===== src/rtl/core/tdr_pkg.sv =====
// Shared types and constants of the tap-dance resolver.
package tdr_pkg;

	localparam int MAX_RESULTS = 16;
	localparam int CFG_IDX_W = 1;
	localparam int CFG_DATA_W = 16;

	localparam logic [1:0] REQ_DOWN = 2'd0;
	localparam logic [1:0] REQ_UP   = 2'd1;
	localparam logic [1:0] REQ_TICK = 2'd2;

	localparam logic [1:0] KIND_PRESS   = 2'd0;
	localparam logic [1:0] KIND_RELEASE = 2'd1;
	localparam logic [1:0] KIND_FULL    = 2'd2;
	localparam logic [1:0] KIND_ORPHAN  = 2'd3;

	localparam logic [CFG_IDX_W-1:0] REG_TAPPING_TERM = 1'd0;
	localparam logic [CFG_IDX_W-1:0] REG_TAP_COUNT    = 1'd1;

	typedef struct packed {
		logic [1:0]  req_type;
		logic [7:0]  position;
		logic        is_dance_key;
		logic [31:0] now_ms;
	} req_word_t;

	typedef struct packed {
		logic [1:0]  kind;
		logic [2:0]  binding_index;
		logic [7:0]  key_position;
		logic [31:0] event_time;
		logic        last;
	} res_word_t;

	typedef struct packed {
		logic [7:0]  key;
		logic [3:0]  taps;
		logic        held;
		logic        decided;
		logic [31:0] deadline;
	} entry_t;

	typedef enum logic [3:0] {
		S_IDLE,
		S_A_RD,
		S_A_EV,
		S_A_REL,
		S_F_RD,
		S_F_EV,
		S_DOWN,
		S_UP,
		S_T_RD,
		S_T_EV,
		S_T_REL,
		S_DONE
	} state_t;

endpackage


===== src/rtl/core/tdr_if.sv =====
// Valid-ready channels that carry request and result words.
interface tdr_req_if;
	logic valid;
	logic ready;
	tdr_pkg::req_word_t data;
	modport source (output valid, output data, input ready);
	modport sink (input valid, input data, output ready);
endinterface

interface tdr_res_if;
	logic valid;
	logic ready;
	tdr_pkg::res_word_t data;
	modport source (output valid, output data, input ready);
	modport sink (input valid, input data, output ready);
endinterface


===== src/rtl/core/tap_dance_resolver.sv =====
// Tap-dance resolver top level with the entry memory and its sequencer.
// The block takes one request word at a time and walks the entry table one entry at a
// time through a synchronous memory with a registered read: a free entry is skipped
// without a read, a used one is read and then evaluated, and an expired entry on a tick
// is also released unless it is still held. A key-down can scan the table twice, and
// the result side can stall the walk. Results leave through an output register; the
// last result of a request carries last. Used and armed bits live in flip-flops
// cleared by reset.
module tap_dance_resolver #(
	parameter int ENTRIES = 8,
	parameter int MAX_BINDINGS = 8
) (
	input  logic                           clk,
	input  logic                           arst_n,
	input  logic                           cfg_we,
	input  logic [tdr_pkg::CFG_IDX_W-1:0]  cfg_index,
	input  logic [tdr_pkg::CFG_DATA_W-1:0] cfg_data,
	tdr_req_if.sink                        req,
	tdr_res_if.source                      res
);
	import tdr_pkg::*;

	localparam int AW = (ENTRIES > 1) ? $clog2(ENTRIES) : 1;
	localparam int IW = $clog2(ENTRIES + 1);

	entry_t mem_q [ENTRIES];
	entry_t rd_q;

	state_t state_q, nxt;
	logic [15:0] term_q;
	logic [3:0] tapc_q;
	req_word_t rq_q;
	logic [IW-1:0] idx_q, idx_d;
	logic [4:0] n_q;
	logic [ENTRIES-1:0] used_q, used_d, armed_q, armed_d;
	logic found_q, found_d, free_v_q, free_v_d;
	logic [AW-1:0] free_q, free_d;
	res_word_t pend_q, out_q, ew;
	logic pend_v_q, out_v_q;

	logic [AW-1:0] cur, ea, wa;
	logic at_end, emit, go, can_push, push_out, we, rd_en;
	entry_t wd, base;
	logic [3:0] cnt, tnew;
	logic [31:0] diff;

	assign cur = idx_q[AW-1:0];
	assign at_end = (idx_q == IW'(ENTRIES));
	assign can_push = !out_v_q || res.ready;
	assign req.ready = (state_q == S_IDLE);
	assign res.valid = out_v_q;
	assign res.data = out_q;
	assign diff = rq_q.now_ms - rd_q.deadline;

	always_comb begin
		if (tapc_q == 4'd0) begin
			cnt = 4'd1;
		end else if (tapc_q > 4'(MAX_BINDINGS)) begin
			cnt = 4'(MAX_BINDINGS);
		end else begin
			cnt = tapc_q;
		end
	end

	always_comb begin
		nxt = state_q;
		idx_d = idx_q;
		used_d = used_q;
		armed_d = armed_q;
		found_d = found_q;
		free_v_d = free_v_q;
		free_d = free_q;
		emit = 1'b0;
		ew = '0;
		we = 1'b0;
		wa = cur;
		wd = rd_q;
		rd_en = 1'b0;
		ea = cur;
		base = rd_q;
		tnew = 4'd0;
		unique case (state_q)
			S_IDLE: begin
				idx_d = '0;
				found_d = 1'b0;
				free_v_d = 1'b0;
				if (req.valid) begin
					unique case (req.data.req_type)
						REQ_DOWN: nxt = S_A_RD;
						REQ_UP: nxt = req.data.is_dance_key ? S_F_RD : S_DONE;
						REQ_TICK: nxt = S_T_RD;
						default: nxt = S_DONE;
					endcase
				end
			end
			S_A_RD: begin
				if (at_end) begin
					idx_d = '0;
					nxt = rq_q.is_dance_key ? S_F_RD : S_DONE;
				end else if (!used_q[cur]) begin
					idx_d = IW'(idx_q + 1'b1);
				end else begin
					rd_en = 1'b1;
					nxt = S_A_EV;
				end
			end
			S_A_EV: begin
				if (rd_q.key != rq_q.position) begin
					armed_d[cur] = 1'b0;
					if (!rd_q.decided) begin
						we = 1'b1;
						wd.decided = 1'b1;
						emit = 1'b1;
						ew = '{KIND_PRESS, 3'(rd_q.taps - 4'd1), rd_q.key, rq_q.now_ms, 1'b0};
						if (rd_q.held) begin
							idx_d = '0;
							nxt = rq_q.is_dance_key ? S_F_RD : S_DONE;
						end else begin
							nxt = S_A_REL;
						end
					end else begin
						idx_d = IW'(idx_q + 1'b1);
						nxt = S_A_RD;
					end
				end else begin
					idx_d = IW'(idx_q + 1'b1);
					nxt = S_A_RD;
				end
			end
			S_A_REL: begin
				emit = 1'b1;
				ew = '{KIND_RELEASE, 3'(rd_q.taps - 4'd1), rd_q.key, rq_q.now_ms, 1'b0};
				used_d[cur] = 1'b0;
				armed_d[cur] = 1'b0;
				idx_d = '0;
				nxt = rq_q.is_dance_key ? S_F_RD : S_DONE;
			end
			S_F_RD: begin
				if (at_end) begin
					nxt = (rq_q.req_type == REQ_DOWN) ? S_DOWN : S_UP;
				end else if (!used_q[cur]) begin
					if (!free_v_q) begin
						free_v_d = 1'b1;
						free_d = cur;
					end
					idx_d = IW'(idx_q + 1'b1);
				end else begin
					rd_en = 1'b1;
					nxt = S_F_EV;
				end
			end
			S_F_EV: begin
				if (rd_q.key == rq_q.position) begin
					found_d = 1'b1;
					nxt = (rq_q.req_type == REQ_DOWN) ? S_DOWN : S_UP;
				end else begin
					idx_d = IW'(idx_q + 1'b1);
					nxt = S_F_RD;
				end
			end
			S_DOWN: begin
				nxt = S_DONE;
				if (!found_q && !free_v_q) begin
					emit = 1'b1;
					ew = '{KIND_FULL, 3'd0, rq_q.position, rq_q.now_ms, 1'b0};
				end else begin
					ea = found_q ? cur : free_q;
					if (!found_q) begin
						base.key = rq_q.position;
						base.taps = 4'd0;
						base.decided = 1'b0;
					end
					base.held = 1'b1;
					tnew = (base.taps < cnt) ? base.taps + 4'd1 : base.taps;
					base.taps = tnew;
					used_d[ea] = 1'b1;
					if (tnew == cnt) begin
						base.decided = 1'b1;
						armed_d[ea] = 1'b0;
						emit = 1'b1;
						ew = '{KIND_PRESS, 3'(tnew - 4'd1), rq_q.position, rq_q.now_ms, 1'b0};
					end else begin
						base.deadline = rq_q.now_ms + 32'(term_q);
						armed_d[ea] = 1'b1;
					end
					we = 1'b1;
					wa = ea;
					wd = base;
				end
			end
			S_UP: begin
				nxt = S_DONE;
				if (!found_q) begin
					emit = 1'b1;
					ew = '{KIND_ORPHAN, 3'd0, rq_q.position, rq_q.now_ms, 1'b0};
				end else begin
					we = 1'b1;
					wd.held = 1'b0;
					if (rd_q.decided) begin
						emit = 1'b1;
						ew = '{KIND_RELEASE, 3'(rd_q.taps - 4'd1), rq_q.position,
							rq_q.now_ms, 1'b0};
						used_d[cur] = 1'b0;
						armed_d[cur] = 1'b0;
					end
				end
			end
			S_T_RD: begin
				if (at_end || n_q >= 5'(MAX_RESULTS - 1)) begin
					nxt = S_DONE;
				end else if (!(used_q[cur] && armed_q[cur])) begin
					idx_d = IW'(idx_q + 1'b1);
				end else begin
					rd_en = 1'b1;
					nxt = S_T_EV;
				end
			end
			S_T_EV: begin
				if (!diff[31]) begin
					armed_d[cur] = 1'b0;
					we = 1'b1;
					wd.decided = 1'b1;
					emit = 1'b1;
					ew = '{KIND_PRESS, 3'(rd_q.taps - 4'd1), rd_q.key, rd_q.deadline, 1'b0};
					if (rd_q.held) begin
						idx_d = IW'(idx_q + 1'b1);
						nxt = S_T_RD;
					end else begin
						nxt = S_T_REL;
					end
				end else begin
					idx_d = IW'(idx_q + 1'b1);
					nxt = S_T_RD;
				end
			end
			S_T_REL: begin
				emit = 1'b1;
				ew = '{KIND_RELEASE, 3'(rd_q.taps - 4'd1), rd_q.key, rd_q.deadline, 1'b0};
				used_d[cur] = 1'b0;
				armed_d[cur] = 1'b0;
				idx_d = IW'(idx_q + 1'b1);
				nxt = S_T_RD;
			end
			S_DONE: begin
				nxt = S_IDLE;
			end
			default: nxt = S_IDLE;
		endcase
	end

	// A new result moves the staged one to the output, so the final one can be marked last.
	assign go = (state_q == S_DONE || emit) ? (!pend_v_q || can_push) : 1'b1;
	assign push_out = go && pend_v_q && (emit || state_q == S_DONE);

	always_ff @(posedge clk or negedge arst_n) begin
		if (!arst_n) begin
			state_q <= S_IDLE;
			term_q <= 16'd200;
			tapc_q <= 4'd1;
			used_q <= '0;
			armed_q <= '0;
			pend_v_q <= 1'b0;
			out_v_q <= 1'b0;
			idx_q <= '0;
			n_q <= '0;
			found_q <= 1'b0;
			free_v_q <= 1'b0;
			free_q <= '0;
		end else begin
			if (cfg_we) begin
				unique case (cfg_index)
					REG_TAPPING_TERM: term_q <= cfg_data;
					REG_TAP_COUNT: tapc_q <= cfg_data[3:0];
					default: ;
				endcase
			end
			if (push_out) begin
				out_v_q <= 1'b1;
			end else if (res.ready) begin
				out_v_q <= 1'b0;
			end
			if (go) begin
				state_q <= nxt;
				idx_q <= idx_d;
				used_q <= used_d;
				armed_q <= armed_d;
				found_q <= found_d;
				free_v_q <= free_v_d;
				free_q <= free_d;
				if (state_q == S_IDLE) begin
					n_q <= '0;
				end else if (emit) begin
					n_q <= n_q + 5'd1;
				end
				if (emit) begin
					pend_v_q <= 1'b1;
				end else if (state_q == S_DONE) begin
					pend_v_q <= 1'b0;
				end
			end
		end
	end

	always_ff @(posedge clk) begin
		if (req.valid && req.ready) begin
			rq_q <= req.data;
		end
		if (go && emit) begin
			pend_q <= ew;
		end
		if (push_out) begin
			out_q <= '{kind: pend_q.kind, binding_index: pend_q.binding_index,
				key_position: pend_q.key_position, event_time: pend_q.event_time,
				last: (state_q == S_DONE)};
		end
	end

	always_ff @(posedge clk) begin
		if (go && we) begin
			mem_q[wa] <= wd;
		end
		if (rd_en) begin
			rd_q <= mem_q[cur];
		end
	end

	a_idle_empty: assert property (@(posedge clk) disable iff (!arst_n)
		(req.valid && req.ready) |-> !pend_v_q)
		else $error("request taken while a result is still staged");

	a_tick_live: assert property (@(posedge clk) disable iff (!arst_n)
		(state_q == S_T_EV) |-> (used_q[cur] && armed_q[cur]))
		else $error("deadline checked on an entry that is not armed");

	a_count: assert property (@(posedge clk) disable iff (!arst_n)
		n_q <= 5'(MAX_RESULTS))
		else $error("too many results for one request");

	a_last: assert property (@(posedge clk) disable iff (!arst_n)
		(push_out && state_q != S_DONE) |=> !res.data.last)
		else $error("last set on a result that is not final");

endmodule

===== src/flat_wrapper.sv =====
// flat-port wrapper written by rule: the top's interface ports become plain ports
module tap_dance_resolver_flat import tdr_pkg::*;
#(
	parameter int ENTRIES = 8,
	parameter int MAX_BINDINGS = 8
)
  (clk, arst_n, cfg_we, cfg_index, cfg_data, req_valid, req_data, req_ready, res_valid, res_data, res_ready);
  tdr_req_if req_i ();
  tdr_res_if res_i ();
  input  logic clk;
  input  logic arst_n;
  input  logic cfg_we;
  input  logic [tdr_pkg::CFG_IDX_W-1:0] cfg_index;
  input  logic [tdr_pkg::CFG_DATA_W-1:0] cfg_data;
  input wire logic [$bits(req_i.valid)-1:0] req_valid;
  input wire logic [$bits(req_i.data)-1:0] req_data;
  output wire logic [$bits(req_i.ready)-1:0] req_ready;
  output wire logic [$bits(res_i.valid)-1:0] res_valid;
  output wire logic [$bits(res_i.data)-1:0] res_data;
  input wire logic [$bits(res_i.ready)-1:0] res_ready;
  assign req_i.valid = req_valid;
  assign req_i.data = req_data;
  assign req_ready = req_i.ready;
  assign res_valid = res_i.valid;
  assign res_data = res_i.data;
  assign res_i.ready = res_ready;
  tap_dance_resolver #(.ENTRIES(ENTRIES), .MAX_BINDINGS(MAX_BINDINGS)) u_core (.clk(clk), .arst_n(arst_n), .cfg_we(cfg_we), .cfg_index(cfg_index), .cfg_data(cfg_data), .req(req_i), .res(res_i));
endmodule

===== config.mk =====
export PLATFORM = sky130hd
export DESIGN_NAME = tap_dance_resolver_flat
export DESIGN_NICKNAME = d
export VERILOG_FILES = /design/src/rtl/core/tdr_pkg.sv /design/src/rtl/core/tdr_if.sv /design/src/rtl/core/tap_dance_resolver.sv /design/src/flat_wrapper.sv
export SDC_FILE = /design/constraint.sdc
export NUM_CORES = 1
export LEC_CHECK = 0
export BUFFER_PORTS_ARGS = -buffer_cell sky130_fd_sc_hd__buf_2
export CORE_AREA = 8 8 222 224
export DETAILED_ROUTE_END_ITERATION = 8
export DIE_AREA = 0 0 230 232
export GPL_TIMING_DRIVEN = 0
export MAX_ROUTING_LAYER = met4
export PLACE_DENSITY = 0.72
export SETUP_SLACK_MARGIN = 0.4
export SLEW_MARGIN = 25
export SYNTH_ARGS = -nofsm -noshare
export SYNTH_HDL_FRONTEND = slang
export SYNTH_SLANG_ARGS = --single-unit

===== constraint.sdc =====
create_clock -name clk -period 9.1 [get_ports clk]
set_input_delay 0.455 -clock clk [delete_from_list [all_inputs] [get_ports clk]]
set_output_delay 0.455 -clock clk [all_outputs]
set_load 0.02 [all_outputs]

==> results.md, run 1 <==
- Status: completed
- Power Density: 286 nW/µm²
- # rows: approximately 80
- DIE WIDTH: roughly 230 µm
- Multi-input logic area: 6550 µm²
- Hold Fails Final Rpt: 0
- Vias per cell: 6.21
- Gpl congestion: 0.899
- Leak: between 10 and 15 nW
- Clk pin slew, worst setup/hold paths: approximately 60 ps
- CTS resizes: 0
- RR Startpoint: u_core.rq_q[4]
- Final Setup Violations: 0
- Total core area: 45900 µm²
- Max Slew Vio Count: 0
- Layout cells sized above 1: 0.162
- Root buf cell: clkbuf_16
- Setup crit end kind: register
- FF-to-FF End: u_core.mem_q[4][37]
- P&R area growth vs syn: 18.0%
- Met2 Resource Use GR: 0.390
- # H-tree levels: 2
- DRC: 0
- Clk sinks: about 600
- GRT Total Usage: 0.248
- Total design power: around 8.4 mW
- Critical path type: reg2reg
- Largest net degree at the start of global routing: between 40 and 50
- Post-synthesis async set-or-reset flop share: 0.0927
- Fin util: 0.641
- Detailed-placement wirelength estimate: approximately 43 mm
- Die H: about 230 µm
- Reg2Reg Depth: 14
- Worst Setup SP: u_core.rq_q[4]
- Setup Fix Bufs, Post-CTS: 0
- CTS tree: built
- Post-synth EDFFs: 548
- Routed vias: roughly 16000
- VDD IR max: 165 µV
- Initial core utilization: 0.543
- First-pass DRT Iterations: 6
- Hold WS: between 20 and 30 ps
- First-pass GRT wire length: around 97 mm
- Final period util: 0.589
- Number of DRC markers after the initial detailed-route iteration: 1994
- Final WL: 65.3 mm
- Grt met3 use: 0.0421
- Syn nets: 1801
- Post-route minimum period: 5360 ps
- Unrepaired setup endpoints after global routing: no
- Setup_tns: 0 ps
- Gate count of the mapped netlist: between 1500 and 2000
- Critical Path RT: roughly 9400 ps
- Grt ovf: 0
- Critical Path Sink: u_core.mem_q[4][37]
- Data arrival, critical path: roughly 5700 ps
- Met1 Track Usage GR: 0.322
- Rel. slew slack: 0.259
- Clock Tree Buf Depth: 3
- Final Skew: approximately 33 ps
- Avg Inst Size Synth: approximately 15 µm²
- Flop-to-flop setup slack: 3740 ps
- FF+latch count, synth: around 600
- I/O Pins: approximately 110
- Startpoint types: register
- Num CTS Buffers: 60
- Initial antenna violation count: 0
- Die area: 53400 µm²
- Layout Nets: roughly 2100
- Clock latency at the later pin of the worst-skew pair: 640 ps
- Critical path peak fanout: 17
- Most used routing layer: met2
- Max Cap Violations: 0
- Synth Cell Area: about 25000 µm²
- Hold Crit Class: in2reg
- Reg area: between 15000 and 20000 µm²
- Yosys warns: 0
- Fillers: ~3300
- Top FF cell, synth: edfxtp_1
- Routed Antenna Nets: 0
- Part of the Yosys area used for sequential elements: 0.717
- Slew @ Worst Pin: between 1000 and 1500 ps
- Fmax: roughly 190 MHz
- Vias in the first global route: about 16000
- Ant. Diodes: 0
- Distinct cell type count after synthesis: slightly below 80
- Port Buffers: between 100 and 150
- Per-cell routed wire length: about 25 µm
synthesized netlist by cell type (4+ instances only):
library cell / number / share of area
edfxtp_1: 548 / 0.66
a22oi_1: 191 / 0.058
nand2_1: 98 / 0.015
nor2_1: 72 / 0.011
inv_1: 65 / 0.0098
clkbuf_1: 62 / 0.0093
nand4_1: 60 / 0.015
o21ai_0: 59 / 0.012
ha_1: 56 / 0.028
a21oi_1: 53 / 0.011
dfrtp_1: 52 / 0.052
a22o_1: 41 / 0.014
mux2_2: 33 / 0.015
xnor2_1: 29 / 0.010
a31oi_1: 26 / 0.0065
nor3_1: 19 / 0.0038
nand3_1: 18 / 0.0036
xor2_1: 16 / 0.0056
a21o_1: 14 / 0.0042
o21ai_1: 13 / 0.0026
o41ai_1: 11 / 0.0039
nand2b_1: 10 / 0.0025
buf_1: 9 / 0.0014
nor2b_1: 8 / 0.0020
and3_1: 7 / 0.0018
buf_2: 6 / 0.0012
o22ai_1: 6 / 0.0015
a211oi_1: 5 / 0.0015
mux2i_1: 5 / 0.0020
o211ai_1: 5 / 0.0015
o21bai_1: 5 / 0.0015
a32oi_1: 4 / 0.0014
dfstp_2: 4 / 0.0042
nor4_1: 4 / 0.0010
or3_1: 4 / 0.0010
how the worst min path moves through the flow:
stage / from / end / slack [ps] / depth (start not counted)
4_1_cts: req_data[1] / u_core.rq_q[1] / 2 / 1
3_5_place_dp: arst_n / u_core.res.valid / 390 / 1
3_3_place_gp: u_core.pend_q[8] / u_core.res.data[8] / 400 / 0
6_report: req_data[1] / u_core.rq_q[1] / 30 / 1
2_1_floorplan: arst_n / asynchronous set/reset pin / 160 / 0
5_1_grt: req_data[1] / u_core.rq_q[1] / 20 / 1
critical path, cell delays in order, from the launching register on:
cell and delay (ps):
edfxtp_1 460, ha_1 350, a21o_1 180, a211o_1 280
a41oi_1 300, o21ai_1 280, a2111oi_2 510, xnor2_2 310
o211a_4 300, a21o_1 150, clkbuf_1 380, o21ai_1 400
nor2_4 670, buf_12 270, buf_16 180
cell type report:
class	instances	area share
multi-input combinational	928	0.223
clock inverter	42	0.0167
timing repair buffer	187	0.0539
sequential	604	0.608
buffer	80	0.0112
clock buffer	70	0.0531
tap	607	0.0258
inverter	67	0.00864
cell usage in the layout, fill, tap and decap left out, types with 16 or more instances in the layout:
cell type	n
edfxtp_1	548
a22oi_1	191
buf_2	128
nand2_1	98
clkbuf_1	71
inv_1	65
nor2_1	64
clkbuf_16	61
nand4_1	60
o21ai_0	58
ha_1	56
a21oi_1	52
dfrtp_1	52
a22o_1	41
dlygate4sd3_1	40
mux2_2	33
xnor2_1	28
a31oi_1	26
nor3_1	19
nand3_1	18
xor2_1	16
routing by layer:
metal,routed length [µm],share of wire
met4,2550,0.039
met3,5320,0.081
met2,31100,0.48
met1,26300,0.40
met5,0,0
logic make-up (layout without fill, tap and decap cells):
kind of cell,Yosys count,after routing,share of synthesized area
DFF,604,604,0.717
AOI/OAI and AO/OA,467,467,0.134
and+or+nand+nor,319,319,0.0619
buffers and inverters,147,446,0.0234
adders and majority gates,57,57,0.0289
xor gates and xnor gates,45,45,0.0158
muxes,40,40,0.0183
state kept, by name, indices dropped and copies added, names as in the netlist, 5 cells and up, named ones only:
| register | cells |
|---|---|
| u_core.res.data | 46 |
| u_core.term_q | 16 |
| u_core.pend_q | 45 |
| u_core.used_q | 8 |
| u_core.rq_q | 43 |
| u_core.rd_q | 46 |
| u_core.mem_q | 368 |
| u_core.n_q | 5 |
metrics by stage:
step | std cells | worst slack, ps | cell area (µm²)
floorplan | 1679 | 2180 | 24900
global placement | 2398 | -3080 | 26200
detailed placement | 2433 | 3860 | 26900
CTS | 2585 | 3790 | 29400
global route | 2585 | 3560 | 29400
finish | 2585 | 3740 | 29400
where the power goes:
part           switching (mW)  internal, mW
sequential              0.128          3.56
combinational            1.47         0.689
clock                    1.06          1.51
total                    2.65          5.76
what timing repair did:
action | 4_1_cts | 5_1_grt
endpoints found under the setup margin | 0 | 0
hold endpoints to repair | 63 | 0
hold buffers | 40 | 0
Note: power is estimated with default switching activity, not from simulation.
==> run 2, diff against run 1 <==
PLACE_DENSITY = 0.75   (was 0.72)
clock period = 4.58 ns   (was 9.1 ns; I/O delays follow)
==> run 2 against run 1 <==
  * Register-to-register slack worse by 3300 ps
  * Sequential share of layout area shrank 1.0 points
  * Via count is 1.9% higher
  * Clock-buffer cell count is the same
  * Largest cell class unchanged
  * Largest power group unchanged
==> results.md, run 2 (same netlist as run 1, synthesis figures left out) <==
- Initial antenna violation count: 0 (unchanged)
- # rows: 79 (unchanged)
- Clock Tree Buf Depth: 3 (unchanged)
- DR WL met2: 32.2 mm (was 31.1 mm)
- I/O Pins: 113 (unchanged)
- CTS tree: built (unchanged)
- Total core area: 45900 µm² (unchanged)
- GRT Total Usage: 0.253 (was 0.248)
- Slew @ Worst Pin: 1060 ps (was 1110 ps)
- Hold WS: 65.2 ps (was 29.0 ps)
- Clk sinks: 604 (unchanged)
- Root buf cell: clkbuf_16 (unchanged)
- RR Startpoint: u_core.rq_q[4] (unchanged)
- Vias in the first global route: 16400 (was 15900)
- Detailed-placement wirelength estimate: 44.2 mm (was 43.4 mm)
- Fillers: 3180 (was 3282)
- Initial core utilization: 0.543 (unchanged)
- Clock latency at the later pin of the worst-skew pair: 630 ps (was 640 ps)
- Rel. slew slack: 0.291 (was 0.259)
- Max reg flops: 368 (unchanged)
- Most common cell after layout, fill and taps aside: edfxtp_1 (unchanged)
- Critical Path RT: 4910 ps (was 9430 ps)
- Clk pin slew, worst setup/hold paths: 60 ps (about the same)
- VDD IR max: 387 µV (was 165 µV)
- WL met1: 26.2 mm (was 26.3 mm)
- DIE WIDTH: 230 µm (unchanged)
- Fin util: 0.652 (was 0.641)
- DRC: 0 (unchanged)
- Layout Nets: 2089 (was 2050)
- Max Cap Violations: 0 (unchanged)
- Final period util: 0.896 (was 0.589)
- Leak: 10.5 nW (was 10.3 nW)
- Hold Crit Class: in2async (was in2reg)
- Num CTS Buffers: 58 (was 60)
- Worst Setup SP: u_core.rq_q[4] (unchanged)
- Per-cell routed wire length: 25.5 µm (was 25.3 µm)
- Reg2Reg Depth: 15 (was 14)
- Data arrival, critical path: 4430 ps (was 5680 ps)
- Commonest cells after routing, fill and taps aside: 548 x edfxtp_1, 191 x a22oi_1, 116 x buf_2, 96 x nand2_1, 66 x clkbuf_1 (was 548 x edfxtp_1, 191 x a22oi_1, 128 x buf_2, 98 x nand2_1, 71 x clkbuf_1)
- Startpoint types: register (unchanged)
- Unrepaired setup endpoints after global routing: no (unchanged)
- Routed Antenna Nets: 0 (unchanged)
- Layout cells sized above 1: 0.181 (was 0.162)
- Fmax: 244 MHz (was 187 MHz)
- Largest net degree at the start of global routing: 49 (unchanged)
- Flop-to-flop setup slack: 480 ps (was 3740 ps)
- Port Buffers: 112 (unchanged)
- Status: completed (unchanged)
- P&R area growth vs syn: 20.0% (was 18.0%)
- Final WL: 66.8 mm (was 65.3 mm)
- Hold Fails Final Rpt: 0 (unchanged)
- Final Setup Violations: 0 (unchanged)
- Number of DRC markers after the initial detailed-route iteration: 2238 (was 1994)
- First-pass GRT wire length: 100 mm (was 97.4 mm)
- Routed vias: 16400 (was 16100)
- Die H: 232 µm (unchanged)
- Gpl congestion: 0.921 (was 0.899)
- Grt ovf: 0 (unchanged)
- Largest reg by FF count: u_core.mem_q (unchanged)
- Max Slew Vio Count: 0 (unchanged)
- First-pass DRT Iterations: 5 (was 6)
- Die area: 53400 µm² (unchanged)
- Post-route minimum period: 4100 ps (was 5360 ps)
- Vias per cell: 6.24 (was 6.21)
- Critical Path Sink: u_core.mem_q[2][11] (was u_core.mem_q[4][37])
- Top sig layer: met4 (unchanged)
- Setup crit end kind: register (unchanged)
- Met3 WL post-DR: 6.13 mm (was 5.32 mm)
- Power Density: 554 nW/µm² (was 286 nW/µm²)
- Ant. Diodes: 0 (unchanged)
- Critical path peak fanout: 17 (unchanged)
- Critical path type: reg2reg (unchanged)
- FF-to-FF End: u_core.mem_q[2][11] (was u_core.mem_q[4][37])
- Final Skew: 37.6 ps (was 32.8 ps)
- # H-tree levels: 2 (unchanged)
-- run 2: per-stage QoR --
stage | instances | TNS (ps) | power [mW] | setup slack, ps | area, µm²
final | 2622 | 0 | 16.6 | 477 | 29900
after CTS | 2615 | 0 | 16.5 | 361 | 29700
after global routing | 2622 | 0 | 17.2 | 393 | 29900
after global placement | 2398 | -972630 | 11.4 | -2340 | 26300
after floorplan | 1679 | 0 | 9.92 | 1.54 | 24900
after detailed placement | 2426 | -205080 | 11.7 | -665 | 26900
-- run 2: critical path, stage by stage, from the launching register on --
cell       delay [ps]
edfxtp_1          440
ha_1              370
a21o_1            190
a211o_1           300
a41oi_2           260
o21ai_2           190
a2111oi_4         370
xnor2_2           140
buf_12            160
or2_1             210
buf_6             150
a31oi_1           250
o21ai_4           170
nor2_4            210
clkbuf_16         200
buf_16            170
-- run 2: timing repair --
| item | CTS | global route |
|---|---|---|
| setup buffers | 21 | 7 |
| pin swaps | 11 | 4 |
| hold buffers | 60 | 0 |
| gates resized for setup | 28 | 54 |
| setup endpoints to repair | 693 | 684 |
| hold endpoints to repair | 116 | 0 |
| gates cloned | 0 | 0 |
-- run 2: layout make-up --
| type | count | area, µm² | share of cell area |
|---|---|---|---|
| plain buffers | 80 | 357 | 0.0119 |
| clock buffers | 70 | 1500 | 0.0501 |
| clock inverters | 38 | 394 | 0.0132 |
| inverters | 67 | 278 | 0.00929 |
| multi-input cells | 928 | 6680 | 0.224 |
| flip-flops and latches | 604 | 17900 | 0.598 |
| well taps | 607 | 759 | 0.0254 |
| repair buffers | 228 | 2060 | 0.0689 |
-- run 2: worst min path at each step --
stage                            endpoint             start  slack (ps)
5_1_grt                  u_core.res.valid         res_ready          70
3_5_place_dp            u_core.state_q[2]            arst_n         150
2_1_floorplan  asynchronous set/reset pin            arst_n         -70
4_1_cts                  u_core.res.valid         res_ready          30
6_report                u_core.state_q[2]            arst_n          70
3_3_place_gp           u_core.res.data[4]  u_core.pend_q[4]         400
-- run 2: power breakdown --
group	switching, mW	leakage [nW]	internal (mW)
combinational	2.99	3.94	1.48
sequential	0.261	5.68	7.07
clock	2.04	0.920	2.72
-- run 2: per-layer routing --
layer / track usage / vias up
li1: - / 7223
met2: 0.405 / 903
met3: 0.0369 / 146
met1: 0.328 / 8086
met5: - / -
met4: 0.0982 / 0
